==> src/design/dtwl_pkg.sv <==
// Shared constants, types and state codes for the tuning word serial loader.
package dtwl_pkg;

   localparam int WORD_BITS  = 32;
   localparam int CTRL_BITS  = 8;
   localparam int TOTAL_BITS = WORD_BITS + CTRL_BITS;
   localparam int FREQ_W     = 28;
   localparam int PHASE_W    = 5;
   localparam int NUM_W      = FREQ_W + 1;           // freq + IF offset
   localparam int REF_W      = 31;                   // osc * 6 < 2^31
   localparam int DIVR_W     = REF_W + 1;            // divisor is 2 * ref
   localparam int DIVD_W     = NUM_W + WORD_BITS + 1; // (num << 33) + ref
   localparam int STEPS      = 2;                    // quotient bits per cycle
   localparam int DIV_CYCLES = DIVD_W / STEPS;
   localparam int ITER_W     = $clog2(DIV_CYCLES);
   localparam int BITNUM_W   = 6;
   localparam int QDEPTH     = 2;
   localparam int QPTR_W     = $clog2(QDEPTH);
   localparam int QCNT_W     = $clog2(QDEPTH + 1);
   localparam int CSR_IDX_W  = 2;

   localparam logic [BITNUM_W-1:0] LAST_BIT   = BITNUM_W'(TOTAL_BITS - 1);
   localparam logic [ITER_W-1:0]   LAST_ITER  = ITER_W'(DIV_CYCLES - 1);
   localparam logic [QCNT_W-1:0]   QFULL      = QCNT_W'(QDEPTH);

   localparam logic [CSR_IDX_W-1:0] REG_OSC   = 2'd0;
   localparam logic [CSR_IDX_W-1:0] REG_IF    = 2'd1;
   localparam logic [CSR_IDX_W-1:0] REG_MULT  = 2'd2;
   localparam logic [CSR_IDX_W-1:0] REG_PHASE = 2'd3;

   localparam logic [FREQ_W-1:0]  OSC_RESET   = 28'd30000000;

   typedef struct packed {
      logic [NUM_W-1:0]     num;
      logic [REF_W-1:0]     refclk;
      logic                 zero_ref;
      logic [CTRL_BITS-1:0] ctrl;
   } job_type;

   typedef struct packed {
      logic [WORD_BITS-1:0] word;
      logic [CTRL_BITS-1:0] ctrl;
   } result_type;

   typedef enum logic [2:0] {
      DIV_IDLE = 3'b001,
      DIV_RUN  = 3'b010,
      DIV_DONE = 3'b100
   } div_state_type;

endpackage

==> src/design/dtwl_front.sv <==
// Front end: CSRs, item intake, reference/numerator setup and a short job queue.
module dtwl_front import dtwl_pkg::*; (
   input  logic                 clock,
   input  logic                 reset,
   input  logic                 csr_valid,
   output logic                 csr_ready,
   input  logic [CSR_IDX_W-1:0] csr_index,
   input  logic [FREQ_W-1:0]    csr_data,
   input  logic                 req_valid,
   output logic                 req_stall,
   input  logic [FREQ_W-1:0]    req_freq_hz,
   output logic                 job_valid,
   input  logic                 job_ready,
   output job_type              job
);

   logic [FREQ_W-1:0]  osc_ff, osc_in;
   logic [FREQ_W-1:0]  if_ff, if_in;
   logic               mult_ff, mult_in;
   logic [PHASE_W-1:0] phase_ff, phase_in;

   job_type            q_ff [QDEPTH];
   logic [QPTR_W-1:0]  wr_ptr_ff, wr_ptr_in;
   logic [QPTR_W-1:0]  rd_ptr_ff, rd_ptr_in;
   logic [QCNT_W-1:0]  count_ff, count_in;

   logic               push, pop;
   job_type            new_job;
   logic [REF_W-1:0]   osc_ext;

   assign csr_ready = 1'b1;

   always_comb begin
      osc_in   = osc_ff;
      if_in    = if_ff;
      mult_in  = mult_ff;
      phase_in = phase_ff;
      if (csr_valid) begin
         unique case (csr_index)
            REG_OSC:   osc_in   = csr_data;
            REG_IF:    if_in    = csr_data;
            REG_MULT:  mult_in  = csr_data[0];
            REG_PHASE: phase_in = csr_data[PHASE_W-1:0];
            default: ;
         endcase
      end
   end

   // ref = osc * 6 as two shifted adds when the multiplier is on, else osc
   assign osc_ext = REF_W'(osc_ff);
   always_comb begin
      new_job.num      = NUM_W'(req_freq_hz) + NUM_W'(if_ff);
      new_job.refclk   = mult_ff ? (osc_ext << 2) + (osc_ext << 1) : osc_ext;
      new_job.zero_ref = (osc_ff == '0);
      new_job.ctrl     = {phase_ff, 2'b00, mult_ff};
   end

   assign req_stall = (count_ff == QFULL);
   assign push      = req_valid & ~req_stall;
   assign job_valid = (count_ff != '0);
   assign pop       = job_valid & job_ready;
   assign job       = q_ff[rd_ptr_ff];

   always_comb begin
      wr_ptr_in = push ? wr_ptr_ff + 1'b1 : wr_ptr_ff;
      rd_ptr_in = pop  ? rd_ptr_ff + 1'b1 : rd_ptr_ff;
      count_in  = count_ff;
      if (push & ~pop) begin
         count_in = count_ff + 1'b1;
      end else if (pop & ~push) begin
         count_in = count_ff - 1'b1;
      end
   end

   always_ff @(posedge clock) begin
      if (reset) begin
         osc_ff    <= OSC_RESET;
         if_ff     <= '0;
         mult_ff   <= 1'b1;
         phase_ff  <= '0;
         wr_ptr_ff <= '0;
         rd_ptr_ff <= '0;
         count_ff  <= '0;
      end else begin
         osc_ff    <= osc_in;
         if_ff     <= if_in;
         mult_ff   <= mult_in;
         phase_ff  <= phase_in;
         wr_ptr_ff <= wr_ptr_in;
         rd_ptr_ff <= rd_ptr_in;
         count_ff  <= count_in;
      end
   end

   always_ff @(posedge clock) begin
      if (push) begin
         q_ff[wr_ptr_ff] <= new_job;
      end
   end

   a_count_bound: assert property (@(posedge clock) disable iff (reset)
      count_ff <= QFULL)
      else $error("job queue count out of range");

   a_pop_only: assert property (@(posedge clock) disable iff (reset)
      (pop && !push) |=> (count_ff == $past(count_ff) - 1'b1))
      else $error("job queue count did not drop on pop");

endmodule

==> src/design/dtwl_divider.sv <==
// Iterative restoring divider forming the rounded 32-bit tuning word.
module dtwl_divider import dtwl_pkg::*; (
   input  logic       clock,
   input  logic       reset,
   input  logic       job_valid,
   output logic       job_ready,
   input  job_type    job,
   output logic       res_valid,
   input  logic       res_ready,
   output result_type res
);

   div_state_type         state_ff, state_in;
   logic [ITER_W-1:0]     iter_ff, iter_in;
   logic [DIVD_W-1:0]     divd_ff, divd_in;
   logic [DIVR_W-1:0]     divr_ff, divr_in;
   logic [DIVR_W-1:0]     rem_ff, rem_in;
   logic [WORD_BITS-1:0]  quo_ff, quo_in;
   logic [CTRL_BITS-1:0]  ctrl_ff, ctrl_in;

   logic [DIVR_W:0]       trial1, trial2;
   logic [DIVR_W-1:0]     rem1, rem2;
   logic                  qbit1, qbit2;

   // two restoring steps per cycle
   always_comb begin
      trial1 = {rem_ff, divd_ff[DIVD_W-1]};
      qbit1  = (trial1 >= {1'b0, divr_ff});
      rem1   = qbit1 ? DIVR_W'(trial1 - {1'b0, divr_ff}) : trial1[DIVR_W-1:0];
      trial2 = {rem1, divd_ff[DIVD_W-2]};
      qbit2  = (trial2 >= {1'b0, divr_ff});
      rem2   = qbit2 ? DIVR_W'(trial2 - {1'b0, divr_ff}) : trial2[DIVR_W-1:0];
   end

   assign job_ready = (state_ff == DIV_IDLE);
   assign res_valid = (state_ff == DIV_DONE);
   assign res.word  = quo_ff;
   assign res.ctrl  = ctrl_ff;

   always_comb begin
      state_in = state_ff;
      iter_in  = iter_ff;
      divd_in  = divd_ff;
      divr_in  = divr_ff;
      rem_in   = rem_ff;
      quo_in   = quo_ff;
      ctrl_in  = ctrl_ff;
      unique case (state_ff)
         DIV_IDLE: begin
            if (job_valid) begin
               ctrl_in = job.ctrl;
               divd_in = {job.num, (WORD_BITS + 1)'(0)} | DIVD_W'(job.refclk);
               divr_in = {job.refclk, 1'b0};
               rem_in  = '0;
               iter_in = '0;
               if (job.zero_ref) begin
                  quo_in   = '1;
                  state_in = DIV_DONE;
               end else begin
                  state_in = DIV_RUN;
               end
            end
         end
         DIV_RUN: begin
            rem_in  = rem2;
            divd_in = divd_ff << STEPS;
            quo_in  = {quo_ff[WORD_BITS-STEPS-1:0], qbit1, qbit2};
            iter_in = iter_ff + 1'b1;
            if (iter_ff == LAST_ITER) begin
               state_in = DIV_DONE;
            end
         end
         DIV_DONE: begin
            if (res_ready) begin
               state_in = DIV_IDLE;
            end
         end
         default: state_in = DIV_IDLE;
      endcase
   end

   always_ff @(posedge clock) begin
      if (reset) begin
         state_ff <= DIV_IDLE;
         iter_ff  <= '0;
      end else begin
         state_ff <= state_in;
         iter_ff  <= iter_in;
      end
   end

   always_ff @(posedge clock) begin
      divd_ff <= divd_in;
      divr_ff <= divr_in;
      rem_ff  <= rem_in;
      quo_ff  <= quo_in;
      ctrl_ff <= ctrl_in;
   end

   a_run_ends: assert property (@(posedge clock) disable iff (reset)
      (state_ff == DIV_RUN && iter_ff == LAST_ITER) |=> (state_ff == DIV_DONE))
      else $error("divider did not finish after last iteration");

   a_rem_below: assert property (@(posedge clock) disable iff (reset)
      (state_ff == DIV_DONE && divr_ff != '0) |-> (rem_ff < divr_ff))
      else $error("divider remainder not below divisor");

endmodule

==> src/design/dtwl_serializer.sv <==
// Back end: shifts tuning word and control byte out LSB first, one beat per bit.
module dtwl_serializer import dtwl_pkg::*; (
   input  logic                clock,
   input  logic                reset,
   input  logic                res_valid,
   output logic                res_ready,
   input  result_type          res,
   output logic                rsp_valid,
   input  logic                rsp_stall,
   output logic                rsp_serial_bit,
   output logic [BITNUM_W-1:0] rsp_bit_number,
   output logic                rsp_last
);

   logic                      busy_ff, busy_in;
   logic [TOTAL_BITS-1:0]     shift_ff, shift_in;
   logic [BITNUM_W-1:0]       cnt_ff, cnt_in;
   logic                      beat_done, finishing;

   assign beat_done = busy_ff & ~rsp_stall;
   assign finishing = beat_done & (cnt_ff == LAST_BIT);
   assign res_ready = ~busy_ff | finishing;

   always_comb begin
      busy_in  = busy_ff;
      shift_in = shift_ff;
      cnt_in   = cnt_ff;
      if (res_ready & res_valid) begin
         busy_in  = 1'b1;
         shift_in = {res.ctrl, res.word};
         cnt_in   = '0;
      end else if (finishing) begin
         busy_in = 1'b0;
      end else if (beat_done) begin
         shift_in = shift_ff >> 1;
         cnt_in   = cnt_ff + 1'b1;
      end
   end

   always_ff @(posedge clock) begin
      if (reset) begin
         busy_ff <= 1'b0;
         cnt_ff  <= '0;
      end else begin
         busy_ff <= busy_in;
         cnt_ff  <= cnt_in;
      end
   end

   always_ff @(posedge clock) begin
      shift_ff <= shift_in;
   end

   assign rsp_valid      = busy_ff;
   assign rsp_serial_bit = shift_ff[0];
   assign rsp_bit_number = cnt_ff;
   assign rsp_last       = (cnt_ff == LAST_BIT);

   a_cnt_bound: assert property (@(posedge clock) disable iff (reset)
      busy_ff |-> (cnt_ff <= LAST_BIT))
      else $error("bit counter past last bit");

   a_no_gap: assert property (@(posedge clock) disable iff (reset)
      (beat_done && !rsp_last) |=> (rsp_valid && rsp_bit_number == $past(cnt_ff) + 1'b1))
      else $error("serial frame broken mid-word");

endmodule

==> src/design/dds_tuning_word_serial_loader_core.sv <==
// Top level of the DDS tuning word serial loader.
//
// req_ channel: one beat carries a frequency in Hz (req_freq_hz). The loader
// adds the IF offset, divides by the reference (oscillator, times six when the
// multiplier is on) and rounds half up to a 32-bit tuning word.
// rsp_ channel: 40 beats per request, word bits 0..31 then control byte bits
// 32..39 (bit 0 multiplier enable, bits 3..7 phase code), LSB first;
// rsp_last marks bit 39.
// csr_ channel: index 0 osc_hz, 1 if_offset_hz, 2 mult_enable, 3 phase_code;
// always ready, write only while the loader is idle.
// A request passes through the job queue, then the two-bit-per-cycle divider
// (load and run) and the hand-off to the serializer before its first rsp beat.
// The serializer puts out one bit per cycle while rsp_stall is low; the
// divider works on the next word while bits go out.
// A two-entry queue sits in front of the divider; req_stall rises when full.
// Reset (synchronous) restores osc 30 MHz, IF 0, multiplier on, phase 0, and
// empties the queue. While rsp_stall is high the current bit holds.
module dds_tuning_word_serial_loader_core import dtwl_pkg::*; (
   input  logic                 clock,
   input  logic                 reset,
   input  logic                 csr_valid,
   output logic                 csr_ready,
   input  logic [CSR_IDX_W-1:0] csr_index,
   input  logic [FREQ_W-1:0]    csr_data,
   input  logic                 req_valid,
   output logic                 req_stall,
   input  logic [FREQ_W-1:0]    req_freq_hz,
   output logic                 rsp_valid,
   input  logic                 rsp_stall,
   output logic                 rsp_serial_bit,
   output logic [BITNUM_W-1:0]  rsp_bit_number,
   output logic                 rsp_last
);

   logic       job_valid, job_ready;
   job_type    job;
   logic       res_valid, res_ready;
   result_type res;

   dtwl_front u_front (
      .clock       (clock),
      .reset       (reset),
      .csr_valid   (csr_valid),
      .csr_ready   (csr_ready),
      .csr_index   (csr_index),
      .csr_data    (csr_data),
      .req_valid   (req_valid),
      .req_stall   (req_stall),
      .req_freq_hz (req_freq_hz),
      .job_valid   (job_valid),
      .job_ready   (job_ready),
      .job         (job)
   );

   dtwl_divider u_divider (
      .clock     (clock),
      .reset     (reset),
      .job_valid (job_valid),
      .job_ready (job_ready),
      .job       (job),
      .res_valid (res_valid),
      .res_ready (res_ready),
      .res       (res)
   );

   dtwl_serializer u_serializer (
      .clock          (clock),
      .reset          (reset),
      .res_valid      (res_valid),
      .res_ready      (res_ready),
      .res            (res),
      .rsp_valid      (rsp_valid),
      .rsp_stall      (rsp_stall),
      .rsp_serial_bit (rsp_serial_bit),
      .rsp_bit_number (rsp_bit_number),
      .rsp_last       (rsp_last)
   );

endmodule

==> config.mk <==
export PLATFORM = sky130hd
export DESIGN_NAME = dds_tuning_word_serial_loader_core
export DESIGN_NICKNAME = d
export VERILOG_FILES = /design/src/design/dtwl_pkg.sv /design/src/design/dtwl_front.sv /design/src/design/dtwl_divider.sv /design/src/design/dtwl_serializer.sv /design/src/design/dds_tuning_word_serial_loader_core.sv
export SDC_FILE = /design/constraint.sdc
export NUM_CORES = 1
export LEC_CHECK = 0
export ABC_AREA = 0
export BUFFER_PORTS_ARGS = -buffer_cell sky130_fd_sc_hd__buf_2
export CORE_UTILIZATION = 63
export CTS_BUF_LIST = sky130_fd_sc_hd__clkbuf_16
export DETAILED_ROUTE_END_ITERATION = 10
export PLACE_DENSITY_LB_ADDON = 0.25
export SLEW_MARGIN = 30
export SYNTH_ARGS = -nofsm -noshare
export SYNTH_HDL_FRONTEND = slang
export SYNTH_SLANG_ARGS = --single-unit
==> constraint.sdc <==
create_clock -name clock -period 15.8 [get_ports clock]
set_clock_uncertainty 0.15 [all_clocks]
set_input_delay 0.79 -clock clock [delete_from_list [all_inputs] [get_ports clock]]
set_output_delay 0.79 -clock clock [all_outputs]
set_load 0.05 [all_outputs]
### Yosys cells after proc, flatten, opt, wreduce, memory -nomap -nowiden

Memory sizes are Yosys's and may differ from the RTL's. A register that Yosys moved wholly into a read port is not among the register bits.
Cells that the tools add are included.

* bits in registers: 286
* memory bits (writable): 134
* input port bits: 63
* memories: 1

* add/subtract/negate cells: 10
* $lt $le $gt $ge: 2
* eq/ne operators: 14
* multiplexer cells: 28
* bitwise logic cells: 15
* reductions and logical operators: 18

Memory list
* u_front.q_ff: depth 2, width 67, read ports 1, clocked after memory_dff 1, wr ports 1, line dtwl_front.sv:22 `job_type q_ff [QDEPTH];`

Operators by type and width (count)
* 2-to-1 mux 32 bit: 5
* case mux 32 bit (2 select lines): 2
* case mux 62 bit (2 select lines): 1
* 2-to-1 mux 40 bit: 3
* >= comparator 33 x 32 -> 1 bit: 2
* subtractor 32 bit: 2
* 2-to-1 mux 62 bit: 1
* OR 62 x 31 -> 62 bit: 1
* adder 30 x 29 -> 31 bit: 1
* 2-to-1 mux 31 bit: 1
* adder 28 x 28 -> 29 bit: 1
* zero test 28 bit: 1
* AND reduction 2 bit: 8
* 2-to-1 mux 3 bit: 4
* case mux 5 bit (2 select lines): 1
* nonzero test 2 bit: 5
* case mux 3 bit (3 select lines): 1
* AND 1 bit: 7
* adder 6 x 1 -> 6 bit (second input constant): 1
* equality test 2 bit (second input constant): 3
* equality test 6 bit (second input constant): 1
* 2-to-1 mux 1 bit: 6
* != test 2 bit (second input constant): 3
* inverter 1 bit: 6
* 16 further kinds: 20

### Longest topological paths before layout

* word-level depth: 7
* depth in mapped cells: 29
* mapped depth without buffers: 25

### By module

From an unflattened synthesis, not the netlist that was laid out.

* cells, all modules: 2138
* area, all modules: 23291.1 um2

Modules (own cells, without submodules)
* dtwl_front: instances 1, cells an instance 989, area an instance 10717.8 um2, seq. area each 5365.1 um2
* dtwl_divider: instances 1, cells an instance 1026, area an instance 10366.2 um2, seq. area each 5114.9 um2
* dtwl_serializer: instances 1, cells an instance 123, area an instance 2207.1 um2, seq. area each 1341.3 um2

### Least setup slack after synthesis

OpenSTA, ideal clock, no wires.

* path kind: reg2reg
* start point: register u_divider.divr_ff[1]
* end point: register u_divider.rem_ff[11], data pin
* setup time: 0.266 ns
* data arrival time: 5.127 ns
* data required time: 15.384 ns
* path slack: 10.258 ns
* cell stages (with the launch flop): 27
* buffers on the path: 4
* period minus slack after synthesis: 5.542 ns
* cells stage by stage: edfxtp_1 ha_1 inv_1 fa_1 a211oi_2 o211ai_2 a31oi_4 a211oi_2 o21ai_0 a21oi_1 nand2b_1 buf_2 buf_2 mux2_2 ha_1 a21o_1 or3_1 o21a_1 a211oi_2 o21ba_2 a31oi_1 o21ai_2 o2111ai_2 buf_6 buf_6 mux2i_1 nor2_1

* cells in the longest elaborated chain, start to end: 5
* elaborated cells between the ends (all ways): 7
* classes of those cells: add/sub: 2; order compare: 2; mux: 3

Ends and longest elaborated chain
* from (decl): line dtwl_divider.sv:16 `logic [DIVR_W-1:0] divr_ff, divr_in;`
* from (signal assigned): line dtwl_divider.sv:94 `divr_ff <= divr_in;`
* subtractor 32 bit or >= comparator 33 x 32 -> 1 bit (tied branches): line dtwl_divider.sv:29, dtwl_divider.sv:28
* 2-to-1 mux 32 bit: line dtwl_divider.sv:29 `rem1 = qbit1 ? DIVR_W'(trial1 - {1'b0, divr_ff}) : trial1[DIVR_W-1:0];`
* subtractor 32 bit or >= comparator 33 x 32 -> 1 bit (tied branches): line dtwl_divider.sv:32, dtwl_divider.sv:31
* 2-to-1 mux 32 bit (*): line dtwl_divider.sv:32 `rem2 = qbit2 ? DIVR_W'(trial2 - {1'b0, divr_ff}) : trial2[DIVR_W-1:0];`
* case mux 32 bit (2 select lines) (*): line dtwl_divider.sv:48 `unique case (state_ff)`
* to (signal assigned): line dtwl_divider.sv:95 `rem_ff <= rem_in;`
* to (decl): line dtwl_divider.sv:17 `logic [DIVR_W-1:0] rem_ff, rem_in;`

Every way passes the cells marked *; elsewhere a longest branch is shown, timed or not.
A chain may end at the register's enable or synchronous reset.

### Worst setup path after layout

* start point: register u_divider.divr_ff[1]
* end point: register u_divider.rem_ff[5], data pin

Same word-level chain as after synthesis.

==> flow_results.org <==
** Floorplan
- # rows :: 68
- The initial utilization of the core area, before any placement, comes to 64.4%.
- In this run the count of I/O pins placed on the die edge is 74.
- Measured along the y axis, the die boundary spans 191 microns.
- The floorplan step defined a die boundary enclosing 36400 sq um.
- The core region is 34800 sq um.
- Horizontal extent of the die :: 191 microns

** Setup path
- STA puts the critical path data required time at 15.91 ns.
- The worst setup path is captured at a register.
- Largest stage delay, worst path :: 0.41 ns
- The signal on the critical path passes through ha_1 > inv_1 > fa_1 > a211oi_2 > o211ai_2 > a31oi_4 > a211oi_2 > o21ai_0 > a21oi_1 > nand2b_1 > buf_4 > mux2_2 > ha_1 > a21o_1 > or3_1 > o21a_1 > a211oi_2 > o21ba_2 > a31oi_1 > o21ai_2 > o2111ai_4 > buf_4 > mux2i_1 > nor2_1.
- Worst path slowest cell :: edfxtp_1
- Startpoint class of the critical path :: register
- Type of the setup path with the least slack :: register to register
- Counting stages on the worst path, the most repeated cell is a211oi_2.
- The setup check on the worst reg-to-reg path leaves a slack of 9.00 ns.
- CP Data Arrival Time :: 6.91 ns
- In this run the worst path has a maximum fanout of 26.

** Global route
- The first global-routing pass estimated 77.3 mm of wire.
- Antenna violations before repair :: 3
- In the global route stage, overall resource usage came out at 26.9%.
- Total congestion overflow after global routing :: 0
- Entering global routing, the biggest net connects 83 pins.
- The via count of the first global-routing pass was 15200.

** Logic synthesis
- Post-synthesis share of cell area spent on xor and xnor gates :: 3.98%
- Share of synthesized area spent on multiplexers :: 7.67%
- A synthesized cell averages 10.9 sq um.
- FF+latch count, synth :: 419
- The synthesized design contains 337 enable-type register cells.
- Sequential elements use 52.4% of the synthesized area.
- After synthesis the cells add up to 22400 sq um.
- Asr flop ratio synth :: 0%
- Post-synthesis adder-cell area fraction :: 7.94%
- Main combinational cell family by area after synthesis :: simple AND/OR/NAND/NOR gates
- Main synth FF type :: edfxtp_1
- During synthesis, Yosys emitted a total of 0 warnings.
- The synthesized netlist devotes 12.3% of its cell area to compound gates.
- Of the total synthesized cell area, the portion taken by AND, OR, NAND and NOR gates is 12.6%.
- Synthesis handed over a netlist of 2051 instances.
- Distinct cell type count of the synthesized netlist :: 77
- Synthesis produced a netlist with a net count of 2254.

** Clock network
- The later pin in the worst-skew pair is clocked with a latency of 0.56 ns.
- The tree is rooted in a clkbuf_16.
- TritonCTS clock tree :: yes
- CTS max path bufs :: 3
- Number of buffers inserted by hold repair at cts :: 0
- The number of gates resized after CTS was 0.
- In this run the number of H-tree levels came out at 2.
- Clock-pin slew reported for the worst setup and hold paths after clock tree synthesis :: 0.06 ns
- Clock sinks :: 419
- Once the clock tree was built, the setup fixing pass inserted 0 buffers.
- Number of CTS-inserted buffers :: 42

** Drt
- DR vias/cell :: 6.00
- The highest layer touched by signal routing is met5.
- In the final routing, the length of wire on met1 measures 21.2 mm.
- Once detail routing completed, the nets flagged for antenna violations numbered 0.
- After detailed routing, the met3 layer carries 2.59 mm of wire.
- Violation count after the first detailed-routing iteration :: 1036
- Wire segments on met2 add up to 23.1 mm in the final route.
- After detailed routing, the total wire length is 48.4 mm.
- Residual DRC count :: 0
- The first TritonRoute pass finished after 5 iterations.
- For this block, the via count after detailed routing is 15600.
- Average routed wire per standard cell :: 18.6 microns

** Place
- Hpwl dp :: 33.0 mm
- Before CTS, the worst setup slack after placement is 9.13 ns.
- # port buffers :: 72
- Including well taps, the total number of placed cells is 2519.
- The congestion estimate from routability-driven global placement came to 0.888.

** Final layout
- For this run, the post-layout net count is 2311.
- Combined area of the multi-input logic cells :: 10000 sq um
- Fill cells in the final layout number 2458.
- After the flow finishes, the layout carries non-filler instances totaling 2599.
- Share of layout cells above drive strength 1 :: 12.9%
- Area Growth Syn to Fin :: 9.64%
- In the final layout, flip-flops and latches occupy 11800 sq um.

** STA
- Slew of the pin with the lowest slew margin :: 0.961 ns
- Timing would allow up to 147 MHz.
- Final number of hold-violating endpoints :: 0
- Post-route fraction of the period consumed by the critical path :: 43.0%
- Shortest period the worst path allows :: 6.80 ns
- Final number of setup-violating endpoints :: 0
- Min setup slack post-route :: 9.00 ns
- In this run the tightest slew margin relative to its limit is 35.7%.
- Slew Viols, Final :: 0
- In the final timing run, aggregate negative setup slack is 0 ns.
- Setup repair after global routing left no endpoint under its margin.

** Flow run
- Max-cap violations in this run came to 0.

** Worst hold path
- Tightest Hold Check Type :: input pin to register

** Status
- Run status :: complete, no violations
[sequential cells by signal, indices dropped and copies added (netlist names), named ones only]
| signal | cells |
|---|---|
| u_divider.ctrl_ff | 6 |
| u_divider.divd_ff | 62 |
| u_divider.divr_ff | 31 |
| u_divider.iter_ff | 5 |
| u_divider.quo_ff | 32 |
| u_divider.rem_ff | 32 |
| u_divider.state_ff | 3 |
| u_front.count_ff | 2 |
| u_front.if_ff | 28 |
| u_front.mult_ff | 1 |
| u_front.osc_ff | 28 |
| u_front.phase_ff | 5 |
| u_front.q_ff | 134 |
| u_front.rd_ptr_ff | 1 |
| u_front.wr_ptr_ff | 1 |
| u_serializer.rsp_bit_number | 6 |
| u_serializer.rsp_valid | 1 |
| u_serializer.shift_ff | 40 |
[cells in the mapped netlist, drive strengths merged, types with 7 or more instances]
library cell  count  area (sq um)
a31oi            15           109
nor3             24           120
ha              136          1700
or2               7          43.8
o21a             20           150
and2             21           131
edfxtp          337         10100
a21o             53           398
nand3            21           110
nand2           310          1160
a21oi           146           731
o21bai           12          90.1
dfxtp            82          1640
a211o            12           105
inv              96           360
nor2            118           445
o211ai            9          72.6
nand3b            7          52.6
nor2b             8          50.1
a211oi           14           140
o21ai           107           539
clkbuf           58           218
nand4            24           150
mux2             95          1070
xnor2            63           552
or3              40           250
buf              18           106
nand2b           14          87.6
xor2             39           342
mux2i            65           651
[layout by cell type (no fill, tap or decap), drive strengths merged, types with 43 or more instances in the layout]
cell type and count:
dfxtp 82, edfxtp 337, mux2 95, clkbuf 43, a21oi 146, o21ai 107
nor2 118, nand2 310, ha 136, inv 110, a21o 53, mux2i 65
xnor2 63, buf 89
[worst max-delay path: cells and delay by family, from the launching register on]
kind | cells | cell delay [ns]
fa+ha+maj | 3 | 0.82
buf+inv | 3 | 0.75
simple gates | 3 | 0.74
mux | 2 | 0.59
flops | 1 | 0.41
compound gates | 13 | 3.01
[kinds of logic (layout without fill, tap and decap cells)]
kind of cell | after synthesis | count (layout)
AOI/OAI and AO/OA | 434 | 434
xor gates and xnor gates | 102 | 102
adders and majority gates | 140 | 140
buffers and inverters | 172 | 262
DFF | 419 | 419
muxes | 160 | 160
other | 1 | 4
and+or+nand+nor | 623 | 623
[area by class of cell]
cell class / count / share of cell area [%]
clock inverters: 34 / 1.15
clock buffers: 43 / 4.38
flip-flops and latches: 419 / 47.9
inverters: 96 / 1.47
well taps: 455 / 2.32
multi-input cells: 1460 / 40.8
diodes: 3 / 0.0305
repair buffers: 89 / 2.02
[metal layers]
metal  up-vias  track usage [%]
met3       101             4.27
li1       7562                -
met4         4             9.69
met1      7514             35.4
met2       423             45.1
met5         -                0
[final timing paths]
check | start | to | cells after the start
hold reg to reg | u_front.if_ff[27]$_SDFFE_PP0P_ | u_front.if_ff[27]$_SDFFE_PP0P_ | 2
setup reg to reg | u_divider.divr_ff[1]$_DFFE_PP_ | u_divider.rem_ff[5]$_SDFFCE_PN0P_ | 24
setup / recovery | u_divider.divr_ff[1]$_DFFE_PP_ | u_divider.rem_ff[5]$_SDFFCE_PN0P_ | 24
hold / removal | csr_data[22] | u_front.osc_ff[22]$_SDFFE_PP1P_ | 2
[stage by stage]
step / cell area, sq um / hold slack [ns] / util, %
6_report: 24600 / 0.297 / 70.7
2_1_floorplan: 22400 / 0.275 / -
3_5_place_dp: 23200 / 0.298 / 66.7
5_1_grt: 24600 / 0.280 / 70.6
3_3_place_gp: 23200 / 0.284 / 66.7
4_1_cts: 24600 / 0.269 / 70.6
Power is not shown: default switching activity piles up to over one toggle a cycle in this logic, so the estimate is an artifact.
